## src/rtl/tsra_pkg.sv

```systemverilog
// Package for the thermocouple spike-rejecting averager.
// It holds field widths, register indexes and reset constants.
// It has no dependencies.
`timescale 1ns / 1ps
`default_nettype none

package tsra_pkg;

	localparam int RING_DEPTH = 4;
	localparam int IDX_W      = $clog2(RING_DEPTH);

	localparam int RAW_W      = 12;
	localparam int CFG_W      = 10;
	localparam int SAMPLE_W   = 14;
	localparam int AVG_W      = 17;
	localparam int CMP_W      = 19;
	localparam int COUNT_W    = 8;

	localparam int IN_TDATA_W  = 24;
	localparam int OUT_TDATA_W = 56;
	localparam int OUT_TUSER_W = 2;

	typedef enum logic [1:0] {
		REG_BEAN_OFFSET     = 2'd0,
		REG_ENV_OFFSET      = 2'd1,
		REG_SPIKE_THRESHOLD = 2'd2
	} reg_index_t;

	localparam logic [CFG_W-1:0]   THRESH_RESET = CFG_W'(20);
	localparam logic [COUNT_W-1:0] DROP_MAX     = '1;

	typedef logic signed [SAMPLE_W-1:0] sample_t;
	typedef logic signed [AVG_W-1:0]    average_t;
	typedef logic signed [CMP_W-1:0]    compare_t;

endpackage

`default_nettype wire

```

## src/rtl/thermocouple_spike_reject_averager_top.sv

```systemverilog
// Top level of the thermocouple spike-rejecting averager.
// Depends on tsra_pkg for widths, register indexes and reset constants.
//
// Usage:
// Each beat on the slave side (s_axis) carries one sample tick: a raw bean
// reading and a raw environment reading. Each accepted beat gives exactly one
// beat on the master side (m_axis) with the corrected bean sample, the
// weighted ring average, the captured environment value, the drop count and
// two flags. The ring state is updated in the cycle of acceptance, so the
// result of a beat appears in the output register on the next cycle:
// throughput is one beat per cycle while m_axis takes each result, set by the
// single output register. A new beat is taken whenever the output register is
// empty or is being emptied in the same cycle, so a stall on the master side
// holds the result and blocks the slave side only for as long as it lasts.
// Reset clears the ring, index, fill flag, average, environment value and
// drop count, sets both offsets to zero and the spike threshold to 20, and
// leaves the output register empty. Configuration writes take effect at the
// clock edge on which cfg_we is high and should be made while the block is idle.
`timescale 1ns / 1ps
`default_nettype none

module thermocouple_spike_reject_averager_top (
	input  wire logic                                 clk,
	input  wire logic                                 arst_n,
	input  wire logic                                 cfg_we,
	input  wire logic [1:0]                           cfg_index,
	input  wire logic [tsra_pkg::CFG_W-1:0]           cfg_data,
	input  wire logic                                 s_axis_tvalid,
	output logic                                      s_axis_tready,
	// bean_raw [11:0], env_raw [23:12]
	input  wire logic [tsra_pkg::IN_TDATA_W-1:0]      s_axis_tdata,
	output logic                                      m_axis_tvalid,
	input  wire logic                                 m_axis_tready,
	// bean_now [13:0], bean_average [30:14], env_now [44:31],
	// drop_count [52:45], zero fill [55:53]
	output logic [tsra_pkg::OUT_TDATA_W-1:0]          m_axis_tdata,
	// rejected [0], ready_res [1]
	output logic [tsra_pkg::OUT_TUSER_W-1:0]          m_axis_tuser
);

	logic signed [tsra_pkg::CFG_W-1:0]   bean_offset_q;
	logic signed [tsra_pkg::CFG_W-1:0]   env_offset_q;
	logic        [tsra_pkg::CFG_W-1:0]   threshold_q;

	tsra_pkg::sample_t                   ring_q [tsra_pkg::RING_DEPTH];
	logic        [tsra_pkg::IDX_W-1:0]   write_index_q;
	logic                                ring_full_q;
	tsra_pkg::average_t                  average_q;
	tsra_pkg::sample_t                   env_q;
	logic        [tsra_pkg::COUNT_W-1:0] count_q;

	logic                                accept;
	logic        [tsra_pkg::RAW_W-1:0]   bean_raw;
	logic        [tsra_pkg::RAW_W-1:0]   env_raw;
	tsra_pkg::sample_t                   bean_c;
	tsra_pkg::sample_t                   env_c;
	tsra_pkg::average_t                  wsum_c;
	tsra_pkg::compare_t                  lhs_c;
	tsra_pkg::compare_t                  rhs_c;
	logic                                reject_c;
	logic                                wrap_c;

	tsra_pkg::average_t                  average_d;
	tsra_pkg::sample_t                   env_d;
	logic                                ring_full_d;
	logic        [tsra_pkg::COUNT_W-1:0] count_d;

	assign s_axis_tready = !m_axis_tvalid || m_axis_tready;
	assign accept        = s_axis_tvalid && s_axis_tready;

	assign bean_raw = s_axis_tdata[tsra_pkg::RAW_W-1:0];
	assign env_raw  = s_axis_tdata[2*tsra_pkg::RAW_W-1:tsra_pkg::RAW_W];

	always_comb begin
		bean_c = tsra_pkg::sample_t'({2'b00, bean_raw})
			+ tsra_pkg::sample_t'(bean_offset_q);
		env_c  = tsra_pkg::sample_t'({2'b00, env_raw})
			+ tsra_pkg::sample_t'(env_offset_q);

		wsum_c = tsra_pkg::average_t'(ring_q[0])
			+ tsra_pkg::average_t'(ring_q[1])
			+ (tsra_pkg::average_t'(ring_q[2]) <<< 1)
			+ (tsra_pkg::average_t'(ring_q[3]) <<< 2);

		lhs_c = tsra_pkg::compare_t'(bean_c) <<< 3;
		rhs_c = tsra_pkg::compare_t'(wsum_c)
			+ tsra_pkg::compare_t'({6'b0, threshold_q, 3'b000});

		reject_c = ring_full_q && (lhs_c >= rhs_c);
		wrap_c   = !reject_c && (write_index_q == tsra_pkg::IDX_W'(tsra_pkg::RING_DEPTH - 1));

		average_d   = ring_full_q ? wsum_c : average_q;
		env_d       = wrap_c ? env_c : env_q;
		ring_full_d = ring_full_q || wrap_c;
		if (reject_c) begin
			count_d = (count_q == tsra_pkg::DROP_MAX) ? count_q : count_q + 1'b1;
		end else begin
			count_d = '0;
		end
	end

	always_ff @(posedge clk or negedge arst_n) begin
		if (!arst_n) begin
			bean_offset_q <= '0;
			env_offset_q  <= '0;
			threshold_q   <= tsra_pkg::THRESH_RESET;
		end else if (cfg_we) begin
			unique case (cfg_index)
				tsra_pkg::REG_BEAN_OFFSET:     bean_offset_q <= cfg_data;
				tsra_pkg::REG_ENV_OFFSET:      env_offset_q  <= cfg_data;
				tsra_pkg::REG_SPIKE_THRESHOLD: threshold_q   <= cfg_data;
				default: begin
				end
			endcase
		end
	end

	always_ff @(posedge clk or negedge arst_n) begin
		if (!arst_n) begin
			for (int i = 0; i < tsra_pkg::RING_DEPTH; i++) begin
				ring_q[i] <= '0;
			end
			write_index_q <= '0;
			ring_full_q   <= 1'b0;
			average_q     <= '0;
			env_q         <= '0;
			count_q       <= '0;
		end else if (accept) begin
			if (!reject_c) begin
				ring_q[write_index_q] <= bean_c;
				write_index_q         <= write_index_q + 1'b1;
			end
			ring_full_q <= ring_full_d;
			average_q   <= average_d;
			env_q       <= env_d;
			count_q     <= count_d;
		end
	end

	always_ff @(posedge clk or negedge arst_n) begin
		if (!arst_n) begin
			m_axis_tvalid <= 1'b0;
		end else if (accept) begin
			m_axis_tvalid <= 1'b1;
		end else if (m_axis_tready) begin
			m_axis_tvalid <= 1'b0;
		end
	end

	always_ff @(posedge clk) begin
		if (accept) begin
			m_axis_tdata <= {3'b000, count_d, env_d, average_d, bean_c};
			m_axis_tuser <= {ring_full_d, reject_c};
		end
	end

endmodule

`default_nettype wire
```

## config.mk

```make
export PLATFORM = sky130hd
export DESIGN_NAME = thermocouple_spike_reject_averager_top
export DESIGN_NICKNAME = d
export VERILOG_FILES = /design/src/rtl/tsra_pkg.sv /design/src/rtl/thermocouple_spike_reject_averager_top.sv
export SDC_FILE = /design/constraint.sdc
export NUM_CORES = 1
export LEC_CHECK = 0
export BUFFER_PORTS_ARGS = -buffer_cell sky130_fd_sc_hd__clkbuf_2
export CORE_MARGIN = 10
export CORE_UTILIZATION = 65
export CTS_BUF_LIST = sky130_fd_sc_hd__clkbuf_2 sky130_fd_sc_hd__clkbuf_4 sky130_fd_sc_hd__clkbuf_8
export DETAILED_ROUTE_END_ITERATION = 6
export PLACE_DENSITY = 0.84
export SLEW_MARGIN = 10
export SYNTH_ARGS = -nofsm -noshare
export SYNTH_HDL_FRONTEND = slang
export SYNTH_SLANG_ARGS = --single-unit
```

## constraint.sdc

```tcl
create_clock -name clk -period 18.25 [get_ports clk]
set_input_delay 0.9125 -clock clk [delete_from_list [all_inputs] [get_ports clk]]
set_output_delay 0.9125 -clock clk [all_outputs]
set_load 0.03 [all_outputs]
```

== Yosys cells after proc, flatten, opt, wreduce, memory -nomap -nowiden ==
Index checks and enable logic that the tools add are counted.

* Output and inout bits: 60
* Register bits: 184
* Word-level logic and storage cells: 55
* Input bits: 41

* Eq/ne operators: 4
* Order comparisons: 3
* Bitwise operators: 2
* Muxes and demuxes: 9
* Reduce and logical (&&, ||, !) cells: 14
* Add/sub/neg operators: 8

{| class="wikitable"
|+ Operators with widths
! cell !! number
|-
| $bwmux W56 || 1
|-
| $add A13 B10 Y14 || 2
|-
| $demux W14 S2 || 1
|-
| $mux W14 || 2
|-
| $add A17 B14 Y18 || 1
|-
| $ge A17 B18 Y1 || 1
|-
| $add A16 B16 Y17 || 1
|-
| $mux W17 || 1
|-
| $add A15 B15 Y16 || 1
|-
| $mux W8 || 2
|-
| $add A14 B14 Y15 || 1
|-
| $add A8 B1 Y8 const B || 1
|-
| $eq A8 B8 Y1 const B || 1
|-
| $reduce_and A2 Y1 || 4
|-
| $eq A2 B2 Y1 const B || 2
|-
| $logic_and A1 B1 Y1 || 4
|-
| $ge A3 B3 Y1 const B || 1
|-
| $lt A3 B1 Y1 const B || 1
|-
| $not A2 Y3 || 1
|-
| $add A2 B1 Y2 const B || 1
|-
| $eq A2 B1 Y1 const B || 1
|-
| $logic_not A1 Y1 || 2
|-
| $logic_not A2 Y1 || 1
|-
| $logic_or A1 B1 Y1 || 2
|-
| other kinds (3) || 4
|}

== Depth between registers and ports, before layout ==
* Word-level depth: 9
* Gate-level depth with buffers: 29
* Depth with buffers taken out: 28

== Worst setup path after synthesis ==
No wires, ideal clock.

* Path type: flip-flop to flip-flop
* From: register ring_q[0] in the netlist's numbering
* To: register ring_q[17] in the netlist's numbering
* Path buffers: 1
* Arrival time: 6.340 ns
* Slack: 11.786 ns
* Library setup time: 0.125 ns
* Cell stages (with the launch flop): 30
* Cells stage by stage: dfrtp_1 > inv_1 > fa_1 > inv_1 > fa_1 > ha_1 > fa_1 > a21oi_1 > o211ai_1 > a221oi_1 > nand3b_1 > nand2_1 > xor2_1 > ha_1 > a21oi_1 > nand2_1 > a21oi_1 > a21o_1 > a21oi_1 > nand3_1 > xnor2_1 > ha_1 > a21o_1 > a21o_1 > a221o_2 > a211oi_4 > nor2_4 > nor2_4 > buf_6 > mux2_2

* Longest elaborated chain between the ends: 6

{| class="wikitable"
|+ Ends and longest elaborated chain
! what !! RTL line !! source
|-
| start, declared || thermocouple_spike_reject_averager_top.sv:45 || <nowiki>tsra_pkg::sample_t ring_q [tsra_pkg::RING_DEPTH];</nowiki>
|-
| start signal, assigned by index || thermocouple_spike_reject_averager_top.sv:130 || <nowiki>ring_q[write_index_q] <= bean_c;</nowiki>
|-
| $add A16 B16 Y17 || thermocouple_spike_reject_averager_top.sv:83 || <nowiki>+ (tsra_pkg::average_t'(ring_q[3]) <<< 2);</nowiki>
|-
| $add A17 B14 Y18 || thermocouple_spike_reject_averager_top.sv:87 || <nowiki>+ tsra_pkg::compare_t'({6'b0, threshold_q, 3'b000});</nowiki>
|-
| $ge A17 B18 Y1 || thermocouple_spike_reject_averager_top.sv:89 || <nowiki>reject_c = ring_full_q && (lhs_c >= rhs_c);</nowiki>
|-
| $logic_and A1 B1 Y1 || thermocouple_spike_reject_averager_top.sv:89 ||
|-
| $not A1 Y1 (no line) || - ||
|-
| $reduce_and A2 Y1 (no line) || - ||
|}

Every way passes these cells.
A chain may end at the register's enable or synchronous reset.

== Worst setup path after layout ==
* From: register ring_q[0] in the netlist's numbering
* To: register ring_q[41] in the netlist's numbering

The elaborated chain is that of the path after synthesis.

==> flow_summary.toml <==
[synth]
synthArstFlopShare = 0.701
ys.flop_type = "dfrtp_1"
yosys.area.top_type = "dfrtp_1"
synth_top_family_by_area = "adder cells"
synth.most_common_cell = "dfrtp_1"
synth-edff-count = 55
ys_seq_elements = 184
ys_top_cells_by_count = "dfrtp_1 (127), mux2_2 (98), inv_1 (75)"
netlist.area_leader.share = 0.298
synth_xor_area_frac = 0.0436
synth_adder_area_share = 0.149
synth_cell_types = 63
synth-simple-area-share = 0.0729
yosysWarnings = 0
synth_area_um2 = 10700
syn_area_per_cell_um2 = 11.9
seq_area_frac_synth = 0.458
synth.area.mux_share = 0.142
synthTopCellsByArea = "dfrtp_1 (30%), edfxtp_1 (16%), mux2_2 (10%)"
synth_cells = 892
synth_compound_area_frac = 0.0951

[placed_design]
dp_slack_ns = 10.93
io_buffers = 97
placed_area_um2 = 11300
gp_congestion = 0.895
post-dp-hpwl_um = 16600

[sta]
max_freq_ghz = 0.135
slew_headroom = 0.277
tightest_slew_ns = 1.08
fin_ws_ns = 10.86
slew_viol_final = 0
rsz0062_at_grt = "no"
finalHoldViolations = 0
period_share = 0.405
worst_clock_skew_ns = 0.0114
fin_crit_ns = 7.39
tns_ns = 0
setup_viol = 0

[clocking]
insertion_delay_ns = 0.48
hold_buffers = 0
cts_buffer_depth = 2
cts.clk_slew.worst_paths_ns = 0.10
cts_resized = 0
clock_sink_count = 184
cts_root_buf = "clkbuf_8"
htree_levels = 4
post-cts-setup-buffer-count = 0
cts_buffers = 17
cts_tree = "built"

[setup_path]
crit-reg2reg-launch = "ring_q[0]"
cp.required_ns = 18.61
critPathLaunch = "ring_q[0]"
cpLargestDelayFamily = "compound AO/OA/AOI/OAI gates"
critPathBufInv = 2
critPathCaptureType = "register"
critPathSlowestCell = "fa_1"
path_depth = 28
rr_worst_depth = 28
cp-start-kind = "register"
cp_max_fo = 14
cpMostUsedCell = "a21oi_1"
arrival_ns = 7.75
crit_type = "reg -> reg"
critical-path-max-stage-delay_ns = 0.53

[finish]
seq_area_um2 = 4880
multiInputGateArea_um2 = 5360
area_growth_pct = 9.93
nNetsFinal = 1141
drive_gt1_frac = 0.258
design_area_um2 = 11700
final.fill_count = 1149
antennaDiodeCount = 0

[floorplan]
die_area_um2 = 21900
initial_utilization = 0.666
die_h_um = 148
placementRows = 46
core_area_um2 = 16000
ios = 101
die_x_um = 148

[run]
max_cap_violations = 0

[min_path]
hp-start = "average_q[6]"
hold_path_depth = 2
min_path_type = "reg -> reg"

[routing]
firstDrtPassIters = 5
viasPerCell = 5.72
wl_per_cell_um = 17.9
route.vias.total = 6987
drc_errors = 0
dr.first_iter.drc_count = 342
drt_wl_total_um = 21800
postRouteAntennaNets = 0

[global_routing]
antenna_found_initial = 0
gr-total-overflow = 0
grt_pass1_vias = 7252
grt_pass1_wl_um = 36000
track_usage = 0.205
grt_max_degree = 67

[status]
status = "finished clean"
## worst paths after layout
check	to	slack, ns
worst min register to register	average_q[6]	0.48
worst max-delay path	ring_q[41]	10.86
worst max register to register	ring_q[41]	10.86
worst min-delay path	average_q[6]	0.48
max in group asynchronous	average_q[0]	16.35
min in group asynchronous	bean_offset_q[7]	0.53
## layout by cell type (no fill, tap or decap), types with 6 or more instances in the layout
master    Yosys  final
dfrtp_1     127    127
mux2_2       98     98
clkbuf_2      0     96
inv_1        75     75
ha_1         74     74
nand2_1      63     63
a21oi_1      58     58
edfxtp_1     55     55
o21ai_0      43     43
xnor2_1      37     37
fa_1         33     33
nor2_1       28     28
mux2_1       21     21
clkbuf_8      0     17
xor2_1       16     16
a21o_1       15     15
nand3_1      10     10
mux2_4       10     10
nand4_1       8      8
nor2b_1       8      8
nand3b_1      7      7
buf_4         3      7
o211ai_1      6      6
nand2b_1      6      6
## stage by stage
stage | instances | utilization | hold slack, ns
2_1_floorplan | 894 | - | 0.442
5_1_grt | 1222 | 0.732 | 0.504
6_report | 1222 | 0.732 | 0.485
4_1_cts | 1222 | 0.732 | 0.486
3_5_place_dp | 1190 | 0.708 | 0.463
3_3_place_gp | 1190 | 0.708 | 0.454
## per-layer routing
| metal | routed length (um) | global-route usage |
|---|---|---|
| met1 | 9290 | 0.246 |
| met2 | 11000 | 0.351 |
| met3 | 899 | 0.0470 |
| met4 | 608 | 0.0803 |
| met5 | 0 | 0 |
## layout make-up
cell class              count  area share
clock buffers              17      0.0200
clock inverters            15      0.0121
inverters                  76      0.0244
multi-input cells         611       0.458
flip-flops and latches    184       0.417
well taps                 216      0.0231
repair buffers            103      0.0455
## cell families (layout without fill, tap and decap cells)
group / count (synthesis) / in the layout
xor gates and xnor gates: 53 / 53
buffers and inverters: 99 / 211
other: 1 / 3
muxes: 131 / 131
adders and majority gates: 107 / 107
AOI/OAI and AO/OA: 162 / 162
and+or+nand+nor: 155 / 155
DFF: 184 / 184
## sequential cells by signal, indices dropped and copies added (netlist names)
| name | count |
|---|---|
| ring_q | 56 |
| m_axis_tdata | 53 |
| average_q | 17 |
| env_q | 14 |
| bean_offset_q | 10 |
| env_offset_q | 10 |
| threshold_q | 10 |
| count_q | 8 |
| m_axis_tuser | 2 |
| write_index_q | 2 |
| m_axis_tvalid | 1 |
| ring_full_q | 1 |
## tightest hold or removal path: stages (launching register included)
cell     delay (ns)
dfrtp_1        0.35
nand2_1        0.05
nand2_1        0.05
Power is not shown: default switching activity piles up to over one toggle a cycle in this logic, so the estimate is an artifact.
